[src/rtl/core/signed_int_to_decimal_ascii_assert.svh]
// Assertion macros for the signed integer to decimal text converter.
`ifndef SIGNED_INT_TO_DECIMAL_ASCII_ASSERT_SVH
`define SIGNED_INT_TO_DECIMAL_ASCII_ASSERT_SVH

`ifndef ASSERT_OFF
`define SITDA_ASSERT_SAME(label, ante, cons) \
    label: assert property (@(posedge i_clk) disable iff (!i_rst_n) (ante) |-> (cons)) \
        else $error("assertion failed: label");
`define SITDA_ASSERT_NEXT(label, ante, cons) \
    label: assert property (@(posedge i_clk) disable iff (!i_rst_n) (ante) |=> (cons)) \
        else $error("assertion failed: label");
`else
`define SITDA_ASSERT_SAME(label, ante, cons)
`define SITDA_ASSERT_NEXT(label, ante, cons)
`endif

`endif

[src/rtl/core/sitda_pkg.sv]
// Types and constants shared by the decimal text converter.
`default_nettype none

package sitda_pkg;

    localparam int C_VALUE_W    = 32;
    localparam int C_CHAR_W     = 8;
    localparam int C_DIGIT_W    = 4;
    localparam int C_NUM_DIGITS = 10;
    localparam int C_BCD_W      = C_NUM_DIGITS * C_DIGIT_W;

    typedef logic signed [C_VALUE_W-1:0] t_value;
    typedef logic [C_VALUE_W-1:0]        t_mag;
    typedef logic [C_CHAR_W-1:0]         t_char;
    typedef logic [C_DIGIT_W-1:0]        t_digit;
    typedef logic [C_BCD_W-1:0]          t_bcd;

    localparam t_char C_ASCII_ZERO  = 8'h30;
    localparam t_char C_ASCII_MINUS = 8'h2D;

    localparam t_digit C_ADJ_LIMIT = 4'd5;
    localparam t_digit C_ADJ_ADD   = 4'd3;

endpackage

`default_nettype wire

[src/rtl/core/sitda_if.sv]
// Valid/ready channels for input values and output characters.
`default_nettype none

interface sitda_value_if;
    logic              valid;
    logic              ready;
    sitda_pkg::t_value value;

    modport source (output valid, output value, input ready);
    modport sink   (input valid, input value, output ready);
endinterface

interface sitda_char_if;
    logic             valid;
    logic             ready;
    sitda_pkg::t_char character;
    logic             last;

    modport source (output valid, output character, output last, input ready);
    modport sink   (input valid, input character, input last, output ready);
endinterface

`default_nettype wire

[src/rtl/core/signed_int_to_decimal_ascii.sv]
// Signed 32-bit integer to decimal ASCII text, one character per word.
//
//  channel   dir  payload           notes
//  i_value   in   value[31:0] s     one word per number
//  o_char    out  character[7:0]    '-' if negative, then digits, last on final digit
//                 last
//
// One number at a time. The value is accepted, shifted through the binary to
// BCD conversion bit by bit and its leading zero digits are skipped; then the sign
// (when negative) and the digits go out one per cycle while o_char is not stalled.
// Output stalls hold the current character. Reset clears the state only.
`default_nettype none
`include "signed_int_to_decimal_ascii_assert.svh"

module signed_int_to_decimal_ascii (
    input  wire             i_clk,
    input  wire             i_rst_n,
    sitda_value_if.sink     i_value,
    sitda_char_if.source    o_char
);

    localparam logic [2:0] ST_IDLE = 3'd0;
    localparam logic [2:0] ST_CONV = 3'd1;
    localparam logic [2:0] ST_SKIP = 3'd2;
    localparam logic [2:0] ST_SIGN = 3'd3;
    localparam logic [2:0] ST_EMIT = 3'd4;

    localparam int BIT_CNT_W = $clog2(sitda_pkg::C_VALUE_W);
    localparam int LEFT_W    = $clog2(sitda_pkg::C_NUM_DIGITS + 1);

    logic [2:0]            r_state, n_state;
    logic [BIT_CNT_W-1:0]  r_bit, n_bit;
    logic [LEFT_W-1:0]     r_left, n_left;
    logic                  r_neg, n_neg;
    sitda_pkg::t_mag       r_mag, n_mag;
    sitda_pkg::t_bcd       r_bcd, n_bcd;

    sitda_pkg::t_bcd       w_adj;
    sitda_pkg::t_digit     w_top;
    logic                  w_in_acc;
    logic                  w_out_acc;
    logic                  w_is_last;

    assign w_top     = r_bcd[sitda_pkg::C_BCD_W-1 -: sitda_pkg::C_DIGIT_W];
    assign w_in_acc  = i_value.valid && i_value.ready;
    assign w_out_acc = o_char.valid && o_char.ready;
    assign w_is_last = (r_state == ST_EMIT) && (r_left == LEFT_W'(1));

    assign i_value.ready = (r_state == ST_IDLE);
    assign o_char.valid  = (r_state == ST_SIGN) || (r_state == ST_EMIT);
    assign o_char.last   = w_is_last;
    assign o_char.character = (r_state == ST_SIGN) ? sitda_pkg::C_ASCII_MINUS
        : sitda_pkg::t_char'(sitda_pkg::C_ASCII_ZERO + {4'd0, w_top});

    // add-3 on every BCD digit of five or more
    always_comb begin
        sitda_pkg::t_digit d;
        for (int i = 0; i < sitda_pkg::C_NUM_DIGITS; i++) begin
            d = r_bcd[i*sitda_pkg::C_DIGIT_W +: sitda_pkg::C_DIGIT_W];
            w_adj[i*sitda_pkg::C_DIGIT_W +: sitda_pkg::C_DIGIT_W] =
                (d >= sitda_pkg::C_ADJ_LIMIT) ? sitda_pkg::t_digit'(d + sitda_pkg::C_ADJ_ADD)
                                              : d;
        end
    end

    always_comb begin
        n_state = r_state;
        n_bit   = r_bit;
        n_left  = r_left;
        n_neg   = r_neg;
        n_mag   = r_mag;
        n_bcd   = r_bcd;
        case (r_state)
            ST_IDLE: begin
                if (w_in_acc) begin
                    n_neg   = i_value.value[sitda_pkg::C_VALUE_W-1];
                    n_mag   = n_neg ? sitda_pkg::t_mag'(32'd0 - $unsigned(i_value.value))
                                    : $unsigned(i_value.value);
                    n_bcd   = '0;
                    n_bit   = '0;
                    n_state = ST_CONV;
                end
            end
            ST_CONV: begin
                n_bcd = {w_adj[sitda_pkg::C_BCD_W-2:0], r_mag[sitda_pkg::C_VALUE_W-1]};
                n_mag = {r_mag[sitda_pkg::C_VALUE_W-2:0], 1'b0};
                n_bit = BIT_CNT_W'(r_bit + 1'b1);
                if (r_bit == BIT_CNT_W'(sitda_pkg::C_VALUE_W - 1)) begin
                    n_left  = LEFT_W'(sitda_pkg::C_NUM_DIGITS);
                    n_state = ST_SKIP;
                end
            end
            ST_SKIP: begin
                if ((w_top == '0) && (r_left != LEFT_W'(1))) begin
                    n_bcd  = {r_bcd[sitda_pkg::C_BCD_W-sitda_pkg::C_DIGIT_W-1:0],
                              sitda_pkg::C_DIGIT_W'(0)};
                    n_left = LEFT_W'(r_left - 1'b1);
                end else begin
                    n_state = r_neg ? ST_SIGN : ST_EMIT;
                end
            end
            ST_SIGN: begin
                if (w_out_acc) begin
                    n_state = ST_EMIT;
                end
            end
            ST_EMIT: begin
                if (w_out_acc) begin
                    n_bcd  = {r_bcd[sitda_pkg::C_BCD_W-sitda_pkg::C_DIGIT_W-1:0],
                              sitda_pkg::C_DIGIT_W'(0)};
                    n_left = LEFT_W'(r_left - 1'b1);
                    if (w_is_last) begin
                        n_state = ST_IDLE;
                    end
                end
            end
            default: begin
                n_state = ST_IDLE;
            end
        endcase
    end

    always_ff @(posedge i_clk) begin
        if (!i_rst_n) begin
            r_state <= ST_IDLE;
        end else begin
            r_state <= n_state;
        end
        r_bit  <= n_bit;
        r_left <= n_left;
        r_neg  <= n_neg;
        r_mag  <= n_mag;
        r_bcd  <= n_bcd;
    end

    `SITDA_ASSERT_SAME(a_one_side, 1'b1, !(i_value.ready && o_char.valid))
    `SITDA_ASSERT_NEXT(a_idle_after_last, w_out_acc && o_char.last, i_value.ready)
    `SITDA_ASSERT_SAME(a_left_range, o_char.valid,
        (r_left != '0) && (r_left <= LEFT_W'(sitda_pkg::C_NUM_DIGITS)))
    `SITDA_ASSERT_SAME(a_minus_not_last,
        o_char.valid && (o_char.character == sitda_pkg::C_ASCII_MINUS), !o_char.last)

endmodule

`default_nettype wire
[src/flat_wrapper.sv]
// flat-port wrapper written by rule: the top's interface ports become plain ports
module signed_int_to_decimal_ascii_flat 
  (i_clk, i_rst_n, i_value_valid, i_value_value, i_value_ready, o_char_valid, o_char_character, o_char_last, o_char_ready);
  sitda_value_if i_value_i ();
  sitda_char_if o_char_i ();
  input  wire i_clk;
  input  wire i_rst_n;
  input wire logic [$bits(i_value_i.valid)-1:0] i_value_valid;
  input wire logic [$bits(i_value_i.value)-1:0] i_value_value;
  output wire logic [$bits(i_value_i.ready)-1:0] i_value_ready;
  output wire logic [$bits(o_char_i.valid)-1:0] o_char_valid;
  output wire logic [$bits(o_char_i.character)-1:0] o_char_character;
  output wire logic [$bits(o_char_i.last)-1:0] o_char_last;
  input wire logic [$bits(o_char_i.ready)-1:0] o_char_ready;
  assign i_value_i.valid = i_value_valid;
  assign i_value_i.value = i_value_value;
  assign i_value_ready = i_value_i.ready;
  assign o_char_valid = o_char_i.valid;
  assign o_char_character = o_char_i.character;
  assign o_char_last = o_char_i.last;
  assign o_char_i.ready = o_char_ready;
  signed_int_to_decimal_ascii u_core (.i_clk(i_clk), .i_rst_n(i_rst_n), .i_value(i_value_i), .o_char(o_char_i));
endmodule
[config.mk]
export PLATFORM = sky130hd
export DESIGN_NAME = signed_int_to_decimal_ascii_flat
export DESIGN_NICKNAME = d
export VERILOG_FILES = /design/src/rtl/core/sitda_pkg.sv /design/src/rtl/core/sitda_if.sv /design/src/rtl/core/signed_int_to_decimal_ascii.sv /design/src/flat_wrapper.sv
export VERILOG_INCLUDE_DIRS = /design/src /design/src/rtl/core
export SDC_FILE = /design/constraint.sdc
export NUM_CORES = 1
export LEC_CHECK = 0
export CAP_MARGIN = 20
export CORE_MARGIN = 4
export CORE_UTILIZATION = 58
export CTS_CLUSTER_DIAMETER = 30
export DETAILED_ROUTE_END_ITERATION = 10
export DONT_BUFFER_PORTS = 1
export GPL_ROUTABILITY_DRIVEN = 1
export GPL_TIMING_DRIVEN = 0
export HOLD_SLACK_MARGIN = 0.03
export PLACE_DENSITY = 0.86
export SETUP_SLACK_MARGIN = 0.02
export SLEW_MARGIN = 20
export SYNTH_ARGS = -nofsm -noshare
export SYNTH_HDL_FRONTEND = slang
export SYNTH_SLANG_ARGS = --single-unit
export TNS_END_PERCENT = 100
[constraint.sdc]
create_clock -name i_clk -period 3.2 [get_ports i_clk]
set_input_delay 0.64 -clock i_clk [delete_from_list [all_inputs] [get_ports i_clk]]
set_output_delay 0.64 -clock i_clk [all_outputs]
set_load 0.01 [all_outputs]
# == Word-level counts from Yosys, hierarchy flattened ==
# Index checks and enable logic that the tools add are counted.
# word_totals
regBits,85
out_inout_bits,11
# op_classes
addsub,14
n_lt_le_gt_ge,10
eq_ne,14
n_mux,32
n_reduce_logical,15
# op_table
operator,n
one-hot mux 40 bit (4 select lines),1
2-to-1 mux 40 bit,3
2-to-1 mux 32 bit,2
one-hot mux 32 bit (2 select lines),1
2-to-1 mux 4 bit,12
greater-or-equal comparator 4 x 3 -> 1 bit (second input constant),10
adder 4 x 2 -> 4 bit (second input constant),9
subtractor 1 x 32 -> 32 bit (first input constant),1
2-to-1 mux 3 bit,8
one-hot mux 3 bit (5 select lines),1
one-hot mux 4 bit (3 select lines),1
one-hot mux 5 bit (2 select lines),1
2-to-1 mux 8 bit,1
inequality test 2 x 1 -> 1 bit (second input constant),4
AND reduction 4 bit,2
adder 6 x 4 -> 7 bit (first input constant),1
== test 3 x 2 -> 1 bit (second input constant),2
inequality test 2 bit (second input constant),3
AND reduction 6 bit,1
adder 5 x 1 -> 5 bit (second input constant),1
== test 5 bit (second input constant),1
2-to-1 mux 5 bit,1
== test 4 x 1 -> 1 bit (second input constant),1
logical AND 1 bit,4
other kinds (12),13

# == Logic depth before layout (Yosys ltp) ==
# depth
word_depth,5
mapped_depth,8

# == Worst setup path after synthesis ==
# OpenSTA, ideal clock, no wires.
# synth_path
path_type,input-to-reg
start,input i_value_value[18]
end,register u_core.r_mag[26] (data pin)
setup_ps,259
t_arrival_ps,2775
slack_ps,166
cell_stages,7
n_path_buf,2
path_cell_list,or4_4 or4_4 buf_6 or4_1 buf_2 mux2i_1 a211o_1
# synth_via
elab_chain_len,4
# synth_rtl
element,line,text
"start, declared",flat_wrapper.sv:9,input wire logic [$bits(i_value_i.value)-1:0] i_value_value;
subtractor 1 x 32 -> 32 bit,signed_int_to_decimal_ascii.sv:77,n_mag = n_neg ? sitda_pkg::t_mag'(32'd0 - $unsigned(i_value.value))
2-to-1 mux 32 bit,signed_int_to_decimal_ascii.sv:77,
2-to-1 mux 32 bit,signed_int_to_decimal_ascii.sv:75,if (w_in_acc) begin
one-hot mux 32 bit (2 select lines),signed_int_to_decimal_ascii.sv:73,case (r_state)
net u_core.n_mag[26],signed_int_to_decimal_ascii.sv:35,"sitda_pkg::t_mag r_mag, n_mag;"
"end signal, assigned",signed_int_to_decimal_ascii.sv:132,r_mag <= n_mag;
"end, declared",signed_int_to_decimal_ascii.sv:35,
# The timed path passes the listed nets, and every way through them passes these cells. The select of a mux whose other input is x is not followed.
# A chain may end at the register's enable or synchronous reset.

# == Worst setup path in the final report ==
# layout_path
start,register u_core.r_state[0]
end,"register u_core.r_mag[23], enable pin"
# layout_via
elab_chain_len,4
word_cells_on_any_way,6
cone_classes,2 x eq/ne; 4 x reduce/logical
# layout_rtl
element,line,text
"start, declared",signed_int_to_decimal_ascii.sv:31,"logic [2:0] r_state, n_state;"
"start signal, assigned",signed_int_to_decimal_ascii.sv:127,r_state <= n_state;
logical NOT 3 bit,"signed_int_to_decimal_ascii.sv:49, signed_int_to_decimal_ascii.sv:73",
logical AND 1 bit,signed_int_to_decimal_ascii.sv:45,assign w_in_acc = i_value.valid && i_value.ready;
inequality test 2 bit (no line),n/a,
AND reduction 2 bit (no line) (*),n/a,
# Mark *: on every way between the ends. The rest lies on a longest branch, timed or not.

==> flow_summary_export.csv <==
group,metric,value,unit
critical_path,critPathCaptureType,"register",
power_and_ir_drop,total_power,0.00470,W
critical_path,reg2reg_from,"u_core.r_state[0]$_SDFFE_PN0P_",
placement,hpwl,8.52,mm
synth,synthFlopType,"edfxtp_1",
critical_path,crit_slowest_cell,"clkbuf_1",
grt,overflow,0,
timing,slew_headroom,36.5,%
grt,grt_max_degree,38,
detailed_routing,top_layer,"met4",
clock_network,ctsLongestPathBuffers,2,
synth,yosys-top-cells-area,"edfxtp_1 (46%), o21ai_0 (6.7%), ha_1 (6.0%)",
detailed_routing,first_pass_iters,5,
worst_hold_path,hp-class,"in2reg",
clock_network,clk_latency,360,ps
clock_network,cts_tree,"done",
placement,placement.io_buffers,0,
final_layout,seq_area,0.00252,mm2
synth,yosysTopAreaCell,"edfxtp_1",
final_layout,insertedDiodeCount,0,
floorplan,start_util,60.8,%
grt,antenna_found_initial,0,
critical_path,crit_path_max_fanout,18,
timing,hold_viol,0,
grt,grt_pass1_vias,4158,
clock_network,ctsHoldBuffers,0,
final_layout,area_growth,7.62,%
detailed_routing,vias,4308,
final_layout,final_util,65.4,%
detailed_routing,wl_per_cell,17.3,um
floorplan,die_area,0.0109,mm2
timing,skew,9.93,ps
critical_path,critPathMostFrequentCell,"clkbuf_1",
synth,synth_area,0.00540,mm2
floorplan,fp.coreArea,0.00889,mm2
critical_path,critPathBufInv,3,
critical_path,crit_path_max_incr_delay,540,ps
placement,place.gp.congestion,0.860,
critical_path,cp.depth,5,
clock_network,cts-root-buf,"clkbuf_8",
timing,period_needed,2900,ps
synth,async_reset_ff_share,0,%
timing,tns,0,ps
grt,grt_pass1_wl,19.6,mm
critical_path,crit_start,"u_core.r_state[0]$_SDFFE_PN0P_",
floorplan,io_pins,47,
timing,worst_slew_pin_slew,943,ps
detailed_routing,met2_length,5.74,mm
critical_path,endpoint,"u_core.r_mag[23]$_DFFE_PP_",
critical_path,crit_family,"buffers and inverters",
synth,synth_top_area_share,45.6,%
detailed_routing,drt-total-wl,11.9,mm
clock_network,clk_pin_slew,90,ps
synth,yosys_warnings,0,
power_and_ir_drop,ir_worst_vdd,0.000398,V
synth,yosysSeqAreaShare,46.7,%
synth,yosysMostFrequentCell,"edfxtp_1",
detailed_routing,drtIter0Drc,311,
timing,drv_slew,0,
synth,yosys-top-cells-count,"edfxtp_1 (82), nand2_1 (72), o21ai_0 (72), a21oi_1 (37), nor2_1 (33)",
clock_network,cts_sinks,85,
synth,ys_ff_latch,85,
timing,fmax,0.344,GHz
timing,min_period_over_period,90.7,%
placement,pre_cts_slack,59.3,ps
clock_network,htree_levels,3,
synth,postSynthAreaPerCell,9.55,um2
critical_path,cp.arrival,2910,ps
critical_path,reg2reg_to,"u_core.r_mag[23]$_DFFE_PP_",
final_layout,nFillCells,675,
timing,rsz0062_at_grt,"false",
detailed_routing,drc,0,
timing,worst_slack,296,ps
detailed_routing,met1_length,4.94,mm
critical_path,crit_required,3210,ps
synth,synth-edff-count,82,
detailed_routing,dr_wl_met3,1.02,mm
power_and_ir_drop,p_leak,2.06,nW
final_layout,multi_input_comb_area,0.00265,mm2
clock_network,cts_resized,0,
final_layout,fin_nets,642,
clock_network,cts_made_buffers,9,
clock_network,post_cts_buffers,0,
synth,synthCells,566,
final_layout,drive_gt1_share,5.14,%
critical_path,r2r_cells,5,
flow_run,max_cap_viol_count,0,
floorplan,die_w,105,um
detailed_routing,avgViaCountPerCell,6.23,
grt,track_usage,21.8,%
floorplan,rows,34,
floorplan,fp.dieH,105,um
outcome,status,"completed",
synth,synth.distinct_cells,48,
detailed_routing,postRouteAntennaNets,0,
critical_path,path_cells,"clkbuf_1 > nor3b_1 > clkbuf_1 > clkbuf_1 > or2_2",
critical_path,r2r_setup_slack,300,ps
critical_path,cp-start-kind,"register",
timing,setup_viol,0,
power_and_ir_drop,cellPowerDensity,808,mW/mm2
critical_path,path_class,"reg2reg",
-- per-stage QoR --
stage	cell area, um2	hold slack (ps)	std cells
2_1_floorplan	5410	496	567
3_3_place_gp	5540	499	675
3_5_place_dp	5570	512	676
4_1_cts	5810	361	691
5_1_grt	5810	347	692
6_report	5810	367	692
-- cells by family after synthesis --
group                      Yosys count  synth area share, %
buffers and inverters               59                 4.47
AOI/OAI and AO/OA                  156                 17.0
muxes                                5                0.926
xor gates and xnor gates            42                 6.81
adders and majority gates           26                 6.02
other                                2                0.139
and+or+nand+nor                    191                 17.9
DFF                                 85                 46.7
-- worst reg2reg max path, cell delays in order, from the launching register on --
cell and delay [ps]:
dfxtp_1 320, clkbuf_1 320, nor3b_1 460, clkbuf_1 390
clkbuf_1 540, or2_2 520
-- layout make-up --
type | count | area share [%]
repair buffers | 1 | 0.473
plain buffers | 33 | 2.47
flip-flops and latches | 85 | 43.4
multi-input cells | 424 | 45.6
well taps | 108 | 2.32
clock buffers | 9 | 2.13
inverters | 26 | 1.68
clock inverters | 6 | 1.92
-- registers in the layout, indices dropped and copies added (netlist names) --
register	flops
u_core.r_neg	1
u_core.r_bcd	40
u_core.r_left	4
u_core.r_bit	5
u_core.r_mag	32
u_core.r_state	3
-- placed cells by master, fill, tap and decap left out, types with 6 or more instances in the layout --
master	instances
o31ai_1	19
nand3_1	9
and2_1	7
nor2_1	33
xnor2_1	13
ha_1	26
clkbuf_1	24
nand2b_1	15
inv_1	25
nor3b_1	15
edfxtp_1	82
o41ai_1	6
o21ai_0	72
or4_1	7
nand2_1	72
clkbuf_8	9
xor2_1	29
a21oi_1	37
-- report_power, final --
part	switching, W	internal (W)	leakage, nW
clock network	0.000397	0.000516	0.117
registers	0.000301	0.00181	0.858
logic	0.00104	0.000630	1.09
total	0.00174	0.00296	2.06
-- how the worst min path moves through the flow --
stage	slack, ps	to	depth (start not counted)	startpoint
finish	370	u_core.r_neg$_DFFE_PP_	0	i_value_value[31]
global route	350	u_core.r_neg$_DFFE_PP_	0	i_value_value[31]
CTS	360	u_core.r_neg$_DFFE_PP_	0	i_value_value[31]
detailed placement	510	u_core.r_mag[8]$_DFFE_PP_	2	u_core.r_mag[7]$_DFFE_PP_
global placement	500	u_core.r_mag[20]$_DFFE_PP_	2	u_core.r_mag[19]$_DFFE_PP_
floorplan	500	u_core.r_mag[10]$_DFFE_PP_	2	u_core.r_mag[9]$_DFFE_PP_
-- metal layers --
layer  GRT usage, %  up-vias
li1               -     2071
met3           5.46       26
met2           35.8      185
met5              0        -
met1           28.4     2026
met4           7.31        0
No activity file was read; power rests on OpenSTA's default activity.
